<file path="src/rtl/pli_pkg.sv">
`timescale 1ns / 1ps
// ----------------------------------------------------------------------------
// pli_pkg
// Shared types and constants of the piecewise linear interpolator.
// ----------------------------------------------------------------------------
package pli_pkg;

	localparam int KEY_W   = 17;                  // q1.16 key and value width
	localparam int ACT_W   = 2;
	localparam int PROD_W  = 2 * KEY_W;           // num * delta
	localparam int IN_DW   = ((2 * KEY_W + 7) / 8) * 8;
	localparam int OUT_DW  = ((KEY_W + 7) / 8) * 8;
	localparam logic [KEY_W-1:0] Q_ONE  = 17'h10000;
	localparam logic [KEY_W-1:0] Q_ZERO = 17'h00000;

	typedef enum logic [ACT_W-1:0] {
		ACT_CLEAR  = 2'd0,
		ACT_APPEND = 2'd1,
		ACT_EVAL   = 2'd2
	} action_t;

endpackage

</file>
<file path="src/rtl/pli_ram.sv">
`timescale 1ns / 1ps
// ----------------------------------------------------------------------------
// pli_ram
// Generic simple dual port ram, one write port, one registered read port.
// ----------------------------------------------------------------------------
module pli_ram #(
	parameter int WIDTH = 34,
	parameter int DEPTH = 16
) (
	input  logic                     clk,
	input  logic                     we,
	input  logic [$clog2(DEPTH)-1:0] waddr,
	input  logic [WIDTH-1:0]         wdata,
	input  logic [$clog2(DEPTH)-1:0] raddr,
	output logic [WIDTH-1:0]         rdata
);

	logic [WIDTH-1:0] mem [DEPTH];

	always_ff @(posedge clk) begin
		if (we) begin
			mem[waddr] <= wdata;
		end
		rdata <= mem[raddr];
	end

endmodule

</file>
<file path="src/rtl/pli_div.sv">
`timescale 1ns / 1ps
// ----------------------------------------------------------------------------
// pli_div
// Restoring unsigned divider, one quotient bit per cycle.
// ----------------------------------------------------------------------------
module pli_div #(
	parameter int N_W = 34,
	parameter int D_W = 17
) (
	input  logic           clk,
	input  logic           arst_n,
	input  logic           start,
	input  logic [N_W-1:0] dividend,
	input  logic [D_W-1:0] divisor,
	output logic           done,
	output logic [N_W-1:0] quotient
);

	localparam int CNT_W = $clog2(N_W + 1);

	logic [N_W-1:0]   quo_q;
	logic [D_W-1:0]   rem_q;
	logic [D_W-1:0]   dvs_q;
	logic [CNT_W-1:0] cnt_q;
	logic             busy_q;
	logic             done_q;
	logic [D_W:0]     trial;
	logic             fits;

	assign trial = {rem_q, quo_q[N_W-1]};
	assign fits  = trial >= {1'b0, dvs_q};

	always_ff @(posedge clk or negedge arst_n) begin
		if (!arst_n) begin
			busy_q <= 1'b0;
			done_q <= 1'b0;
			cnt_q  <= '0;
		end else begin
			done_q <= 1'b0;
			if (start) begin
				busy_q <= 1'b1;
				cnt_q  <= CNT_W'(N_W);
			end else if (busy_q) begin
				cnt_q <= cnt_q - 1'b1;
				if (cnt_q == CNT_W'(1)) begin
					busy_q <= 1'b0;
					done_q <= 1'b1;
				end
			end
		end
	end

	always_ff @(posedge clk) begin
		if (start) begin
			quo_q <= dividend;
			rem_q <= '0;
			dvs_q <= divisor;
		end else if (busy_q) begin
			// remainder stays below the divisor, so D_W bits hold it
			rem_q <= fits ? D_W'(trial - {1'b0, dvs_q}) : trial[D_W-1:0];
			quo_q <= {quo_q[N_W-2:0], fits};
		end
	end

	assign done     = done_q;
	assign quotient = quo_q;

`ifndef NO_ASSERTIONS
	a_no_restart: assert property (@(posedge clk) disable iff (!arst_n)
		busy_q |-> !start) else $error("divider restarted while busy");
`endif

endmodule

</file>
<file path="src/rtl/piecewise_linear_interpolator.sv">
`timescale 1ns / 1ps
// clear, append and evaluate with fewer than two points go straight to the done state
// evaluate with n stored points makes two scans of the table through the single ram
// read port, then reads the segment ends and may run 34 steps of the serial divider
// one item is in flight at a time; a finished result may wait in the output reg
// reset clears the point count; table contents stay undefined, no clearing pass
// ----------------------------------------------------------------------------
// piecewise_linear_interpolator
// Control point table in ram with clamped segment search and linear interp.
// ----------------------------------------------------------------------------
module piecewise_linear_interpolator
	import pli_pkg::*;
#(
	parameter int MAX_POINTS = 16
) (
	input  logic              clk,
	input  logic              arst_n,
	input  logic              s_axis_tvalid,
	output logic              s_axis_tready,
	input  logic [IN_DW-1:0]  s_axis_tdata,  // key_position, point_value, zero pad
	input  logic [ACT_W-1:0]  s_axis_tuser,  // action
	output logic              m_axis_tvalid,
	input  logic              m_axis_tready,
	output logic [OUT_DW-1:0] m_axis_tdata,  // result_value, zero pad
	output logic [0:0]        m_axis_tuser   // status
);

	localparam int AW = $clog2(MAX_POINTS);
	localparam int CW = $clog2(MAX_POINTS + 1);

	typedef enum logic [8:0] {
		ST_IDLE  = 9'b000000001,
		ST_RANGE = 9'b000000010,
		ST_SEG   = 9'b000000100,
		ST_RD0   = 9'b000001000,
		ST_RD1   = 9'b000010000,
		ST_RD2   = 9'b000100000,
		ST_MUL   = 9'b001000000,
		ST_DIV   = 9'b010000000,
		ST_DONE  = 9'b100000000
	} state_t;

	state_t            state_q;
	logic [CW-1:0]     count_q;
	logic [CW-1:0]     rd_idx_q;
	logic              rd_vld_s1;
	logic [AW-1:0]     rd_idx_s1;
	logic [AW-1:0]     seg_q;
	logic [KEY_W-1:0]  q_q, lo_q, hi_q;
	logic [KEY_W-1:0]  k0_q, v0_q;
	logic [KEY_W-1:0]  num_q, gap_q, mag_q;
	logic              neg_q;
	logic [KEY_W-1:0]  res_q;
	logic              st_q;
	logic              out_vld_q;
	logic [KEY_W-1:0]  out_res_q;
	logic              out_st_q;

	logic              s_fire;
	action_t           act;
	logic [KEY_W-1:0]  in_key, in_val;
	logic              scanning, issue;
	logic [AW-1:0]     raddr;
	logic [2*KEY_W-1:0] rdata;
	logic [KEY_W-1:0]  rd_key, rd_val;
	logic [KEY_W-1:0]  q_lo, q_clamp;
	logic              full;
	logic              out_free;
	logic              div_start, div_done;
	logic [PROD_W-1:0] div_quo;

	assign s_fire   = s_axis_tvalid && s_axis_tready;
	assign act      = action_t'(s_axis_tuser);
	assign in_key   = s_axis_tdata[KEY_W-1:0];
	assign in_val   = s_axis_tdata[2*KEY_W-1:KEY_W];
	assign full     = count_q == CW'(MAX_POINTS);
	assign out_free = !out_vld_q || m_axis_tready;

	assign scanning = (state_q == ST_RANGE) || (state_q == ST_SEG);
	assign issue    = scanning && (rd_idx_q < count_q);
	assign rd_key   = rdata[KEY_W-1:0];
	assign rd_val   = rdata[2*KEY_W-1:KEY_W];

	assign q_lo    = (q_q < lo_q) ? lo_q : q_q;
	assign q_clamp = (q_lo > hi_q) ? hi_q : q_lo;

	always_comb begin
		unique case (state_q)
			ST_RD0:  raddr = seg_q;
			ST_RD1:  raddr = seg_q + 1'b1;
			default: raddr = rd_idx_q[AW-1:0];
		endcase
	end

	pli_ram #(
		.WIDTH (2 * KEY_W),
		.DEPTH (MAX_POINTS)
	) u_table (
		.clk   (clk),
		.we    (s_fire && act == ACT_APPEND && !full),
		.waddr (count_q[AW-1:0]),
		.wdata ({in_val, in_key}),
		.raddr (raddr),
		.rdata (rdata)
	);

	assign div_start = state_q == ST_MUL;

	pli_div #(
		.N_W (PROD_W),
		.D_W (KEY_W)
	) u_div (
		.clk      (clk),
		.arst_n   (arst_n),
		.start    (div_start),
		.dividend (PROD_W'(num_q) * PROD_W'(mag_q)),
		.divisor  (gap_q),
		.done     (div_done),
		.quotient (div_quo)
	);

	always_ff @(posedge clk or negedge arst_n) begin
		if (!arst_n) begin
			state_q   <= ST_IDLE;
			count_q   <= '0;
			rd_idx_q  <= '0;
			rd_vld_s1 <= 1'b0;
			out_vld_q <= 1'b0;
		end else begin
			rd_vld_s1 <= issue;
			if (issue) begin
				rd_idx_q <= rd_idx_q + 1'b1;
			end
			if (state_q == ST_DONE && out_free) begin
				out_vld_q <= 1'b1;
			end else if (m_axis_tready) begin
				out_vld_q <= 1'b0;
			end
			unique case (state_q)
				ST_IDLE: begin
					if (s_fire) begin
						rd_idx_q <= '0;
						if (act == ACT_EVAL && count_q >= CW'(2)) begin
							state_q <= ST_RANGE;
						end else begin
							state_q <= ST_DONE;
						end
						case (act)
							ACT_CLEAR:  count_q <= '0;
							ACT_APPEND: if (!full) count_q <= count_q + 1'b1;
							default:    ;
						endcase
					end
				end
				ST_RANGE: begin
					if (!issue && !rd_vld_s1) begin
						rd_idx_q <= '0;
						state_q  <= ST_SEG;
					end
				end
				ST_SEG: begin
					if (!issue && !rd_vld_s1) begin
						state_q <= ST_RD0;
					end
				end
				ST_RD0: state_q <= ST_RD1;
				ST_RD1: state_q <= (CW'(seg_q) == count_q - 1'b1) ? ST_DONE : ST_RD2;
				ST_RD2: begin
					if (rd_key <= k0_q || q_q < k0_q) begin
						state_q <= ST_DONE;
					end else begin
						state_q <= ST_MUL;
					end
				end
				ST_MUL: state_q <= ST_DIV;
				ST_DIV: if (div_done) state_q <= ST_DONE;
				ST_DONE: begin
					if (out_free) begin
						state_q <= ST_IDLE;
					end
				end
				default: state_q <= ST_IDLE;
			endcase
		end
	end

	always_ff @(posedge clk) begin
		unique case (state_q)
			ST_IDLE: begin
				q_q   <= in_key;
				lo_q  <= Q_ONE;
				hi_q  <= Q_ZERO;
				seg_q <= '0;
				st_q  <= (act == ACT_APPEND) && full;
				// pass-through covers evaluate with fewer than two points
				res_q <= (act == ACT_EVAL) ? in_key : Q_ZERO;
			end
			ST_RANGE: begin
				if (rd_vld_s1) begin
					if (rd_key < lo_q) lo_q <= rd_key;
					if (rd_key > hi_q) hi_q <= rd_key;
				end else if (!issue) begin
					q_q <= q_clamp;
				end
			end
			ST_SEG: begin
				// ascending scan, the last match wins
				if (rd_vld_s1 && rd_key <= q_q) seg_q <= rd_idx_s1;
			end
			ST_RD1: begin
				k0_q  <= rd_key;
				v0_q  <= rd_val;
				res_q <= rd_val;
			end
			ST_RD2: begin
				num_q <= q_q - k0_q;
				gap_q <= rd_key - k0_q;
				neg_q <= rd_val < v0_q;
				mag_q <= (rd_val < v0_q) ? v0_q - rd_val : rd_val - v0_q;
			end
			ST_DIV: begin
				res_q <= neg_q ? v0_q - div_quo[KEY_W-1:0] : v0_q + div_quo[KEY_W-1:0];
			end
			ST_DONE: begin
				if (out_free) begin
					out_res_q <= res_q;
					out_st_q  <= st_q;
				end
			end
			default: ;
		endcase
		rd_idx_s1 <= rd_idx_q[AW-1:0];
	end

	assign s_axis_tready = state_q == ST_IDLE;
	assign m_axis_tvalid = out_vld_q;
	assign m_axis_tdata  = OUT_DW'(out_res_q);
	assign m_axis_tuser  = out_st_q;

`ifndef NO_ASSERTIONS
	a_count_bound: assert property (@(posedge clk) disable iff (!arst_n)
		count_q <= CW'(MAX_POINTS)) else $error("point count above table depth");
	a_count_on_beat: assert property (@(posedge clk) disable iff (!arst_n)
		!$stable(count_q) |-> $past(s_fire)) else $error("point count moved without a beat");
	a_seg_in_table: assert property (@(posedge clk) disable iff (!arst_n)
		(state_q == ST_RD0 || state_q == ST_RD1 || state_q == ST_RD2) |-> CW'(seg_q) < count_q)
		else $error("segment start beyond stored points");
	a_div_in_state: assert property (@(posedge clk) disable iff (!arst_n)
		div_done |-> state_q == ST_DIV) else $error("divider finished outside divide state");
	a_out_held: assert property (@(posedge clk) disable iff (!arst_n)
		(state_q == ST_DONE && !out_free) |=> state_q == ST_DONE)
		else $error("result dropped while output stalled");
`endif

endmodule
</file>
<file path="config.mk">
export PLATFORM = sky130hd
export DESIGN_NAME = piecewise_linear_interpolator
export DESIGN_NICKNAME = d
export VERILOG_FILES = /design/src/rtl/pli_pkg.sv /design/src/rtl/pli_ram.sv /design/src/rtl/pli_div.sv /design/src/rtl/piecewise_linear_interpolator.sv
export SDC_FILE = /design/constraint.sdc
export NUM_CORES = 2
export LEC_CHECK = 0
export ABC_AREA = 1
export BUFFER_PORTS_ARGS = -buffer_cell sky130_fd_sc_hd__buf_2
export CORE_AREA = 5 5 394 241
export CTS_CLUSTER_DIAMETER = 40
export CTS_CLUSTER_SIZE = 14
export DETAILED_ROUTE_END_ITERATION = 16
export DIE_AREA = 0 0 399 246
export PLACE_DENSITY = 0.82
export SLEW_MARGIN = 10
export SYNTH_ARGS = -nofsm -noshare
export SYNTH_HDL_FRONTEND = slang
export SYNTH_HIERARCHICAL = 1
export SYNTH_SLANG_ARGS = --single-unit
</file>
<file path="constraint.sdc">
create_clock -name clk -period 11.7 [get_ports clk]
set_input_delay 1.755 -clock clk [delete_from_list [all_inputs] [get_ports clk]]
set_output_delay 1.755 -clock clk [all_outputs]
set_load 0.1 [all_outputs]
</file>
==> results.py <==
metrics = {
    "power_and_ir_drop": {
        "power_switching_mw": 4.720,
        "power_frac_clock_pct": 25.0,
        "power_frac_seq_pct": 34.8,
        "power.total_mw": 11.43,
        "power_leakage_nw": 28.22,
        "powerDensity_nw_per_um2": 196.8,
        "ir_worst_vdd_mv": 0.1450,
        "swShare_pct": 41.30,
        "comb_power_share_pct": 40.2,
        "power.internal_mw": 6.708,
    },
    "critical_path": {
        "end_kind": "flop",
        "cp-start-kind": "flop",
        "crit_fanout": 17,
        "arrival_ps": 7140,
        "path_class": "reg -> reg",
        "worstPathRequired_ps": 12100,
    },
    "sta": {
        "relSlewSlack_pct": 18.01,
        "setup_tns_ps": 0,
        "finalMaxSlewViolations": 0,
        "setup_viol": 0,
        "clock_skew_ps": 55.70,
        "finalHoldViolations": 0,
        "rsz0062_at_grt": "false",
        "post-route-min-period_ps": 6743,
        "period_share_pct": 57.63,
        "hold_slack_ps": 382.7,
        "worst_slew_pin_slew_ps": 1230,
        "fmax_mhz": 148.3,
    },
    "floorplan": {
        "ios": 73,
        "start_util_pct": 59.36,
        "core_area_um2": 90920,
        "rows": 86,
        "die_area_um2": 98150,
        "fp.dieW_um": 399,
        "die_h_um": 246,
    },
    "yosys": {
        "postSynthCellCount": 6142,
        "synth_edf_count": 772,
        "synth.area.top_cells": "edfxtp_1 (43%), nand2_1 (12%), inv_1 (9.0%)",
        "async_flop_share_pct": 3.388,
        "ys_types": 61,
        "synth_top_area_share_pct": 42.95,
        "yosysWarnings": 6,
        "yosys-top-cells-count": "nand2_1 (1788), inv_1 (1296), edfxtp_1 (772), nand3_1 (615), ha_1 (304)",
        "synth_flop_cell": "edfxtp_1",
        "synth_most_common_cell": "nand2_1",
        "syn_area_per_cell_um2": 8.788,
        "synth_seq_cells": 856,
        "synth_top_cell_by_area": "edfxtp_1",
        "synthesis.area_um2": 53980,
        "synth_seq_area_share_pct": 46.34,
    },
    "cells_and_area": {
        "area_delta_synth_final_pct": 7.578,
        "drive_gt1_share_pct": 4.960,
        "fillers": 7052,
        "finalInstanceArea_um2": 58070,
        "finalNonFillerCells": 7405,
        "nNetsFinal": 6680,
    },
    "clock_tree": {
        "clk_transition_reported_paths_ps": 60,
        "cts_resized": 0,
        "clk_latency_ps": 730,
        "cts_buffer_depth": 3,
        "cts-root-buf": "clkbuf_16",
        "numClockSinks": 856,
        "post_cts_buffers": 0,
        "cts_tree": "done",
        "cts_buffers": 87,
        "hold_buffers": 0,
        "htree_levels": 3,
    },
    "detailed_routing": {
        "vias_per_cell": 5.640,
        "drc": 0,
        "drt_iter0_markers": 5523,
        "routed_wl_mm": 144.2,
        "vias": 41767,
        "ant_nets": 0,
        "first_pass_iters": 6,
        "routedWlPerCell_um": 19.47,
    },
    "global_routing": {
        "grt_usage_pct": 29.31,
        "grt_pass1_vias": 39588,
        "grt_pass1_wl_mm": 222.9,
        "antenna_found_initial": 8,
        "grt_overflow": 0,
        "grt_max_degree": 167,
    },
    "placed_design": {
        "port_buffers": 59,
        "dp_cells": 7243,
        "placed_cell_area_um2": 55120,
        "gp_congestion": 0.9639,
        "place_hpwl_mm": 97.19,
    },
    "job": {
        "max-cap-violations": 0,
    },
    "outcome": {
        "status": "complete, no violations",
    },
    "min_path": {
        "hold_class": "reg -> reg",
    },
}
-- layer usage --
metal | global-route usage, % | vias up | wire [µm]
met5 | 0 | - | 55
met4 | 7.538 | 8 | 3588
met3 | 9.271 | 292 | 21790
met2 | 41.28 | 2629 | 59080
met1 | 44.00 | 19641 | 59640
li1 | - | 19197 | -
-- placed cells by master (no fill, tap or decap), types with 6 or more instances in the layout --
cell	synthesis	routed
nand2_2	15	15
o221ai_1	7	6
dfrtp_1	28	28
nor2_1	210	193
buf_4	26	38
o21bai_1	19	19
clkinv_2	1	8
a21o_1	12	12
fa_1	230	230
o21a_1	8	8
clkinv_4	0	7
conb_1	1	7
o31ai_1	7	7
nand2_1	1788	1788
xnor2_1	30	30
inv_8	0	7
o211ai_1	8	8
clkbuf_1	105	23
clkinv_1	3	8
nand4_1	46	46
nor2_2	7	8
nor2_4	3	19
bufinv_16	0	6
nand3b_1	18	18
a21oi_1	154	154
inv_2	7	7
nor3_1	28	28
buf_2	76	59
ha_1	304	304
o21ai_0	93	93
nand3_1	615	614
o21ai_1	10	10
clkbuf_16	0	89
inv_1	1296	1294
dfxtp_1	55	55
xor2_1	82	82
edfxtp_1	772	772
-- state kept, by name (all words and copies together), names as in the netlist, 5 cells and up --
| register | cells |
|---|---|
| u_table/mem | 544 |
| u_div/quotient | 34 |
| u_table/rdata | 34 |
| gap_q | 17 |
| hi_q | 17 |
| k0_q | 17 |
| lo_q | 17 |
| mag_q | 17 |
| num_q | 17 |
| out_res_q | 17 |
| q_q | 17 |
| res_q | 17 |
| u_div/dvs_q | 17 |
| u_div/rem_q | 17 |
| v0_q | 17 |
| state_q | 9 |
| u_div/cnt_q | 6 |
| count_q | 5 |
| rd_idx_q | 5 |
-- final cells by class --
class | count | area (µm²) | area share (%)
clock buffer | 113 | 2327 | 4.008
clock inverter | 45 | 606.8 | 1.045
tap | 1232 | 1541 | 2.655
antenna | 4 | 10.01 | 0.01724
multi-input combinational | 3750 | 23070 | 39.72
inverter | 1308 | 4923 | 8.479
timing repair buffer | 97 | 580.6 | 0.9998
sequential | 856 | 25010 | 43.07
-- critical path, cell delays in order, from the launching register on --
cell and delay, ps:
edfxtp_1 1000, nand2_1 180, fa_1 570, inv_1 50, fa_1 490, inv_1 50, fa_1 490, inv_1 60
fa_1 530, fa_1 550, inv_1 50, fa_1 540, inv_1 40, ha_1 460, nand2_1 170, nor2_1 160
nand2_1 80, o21ai_0 380, nand4_1 210, nand3_1 120, nand2_1 60, nand2_1 60, nand2_1 130
-- cells by family (layout without fill, tap and decap cells) --
kind of cell,count (synthesis),after routing,share of synthesized area (%)
adders and majority gates,534,534,15.58
other,1,11,0.006948
DFF,856,856,46.34
and+or+nand+nor,2756,2756,21.38
AOI/OAI and AO/OA,341,341,3.626
buffers and inverters,1542,1563,11.25
xor gates and xnor gates,112,112,1.817
-- power groups by stage --
stage	Clock [mW]	Combinational, mW	Sequential, mW
CTS	2.88	4.46	3.97
global placement	0	4.25	4.03
finish	2.85	4.59	3.98
global route	3.02	5.07	4.00
floorplan	0	3.21	3.97
detailed placement	0	4.40	4.04
-- per-stage QoR --
stage | utilization, % | setup WS (ps)
6_report | 63.86 | 4957
5_1_grt | 63.85 | 4596
4_1_cts | 63.85 | 5075
3_5_place_dp | 60.62 | 5117
3_3_place_gp | 60.62 | 5163
2_1_floorplan | - | 5947
-- path summary, 6_finish.rpt --
| kind | startpoint | endpoint | slack (ps) | cells past startpoint |
|---|---|---|---|---|
| worst max-delay path | num_q[7] | u_div/quotient[33] | 4960 | 22 |
| worst min-delay path | res_q[5] | out_res_q[5] | 380 | 0 |
| worst max register to register | num_q[7] | u_div/quotient[33] | 4960 | 22 |
| worst min register to register | res_q[5] | out_res_q[5] | 380 | 0 |
| max in group asynchronous | arst_n | state_q[5] | 10100 | 1 |
| min in group asynchronous | arst_n | count_q[1] | 1100 | 1 |
Power figures use the tool's default switching activity.
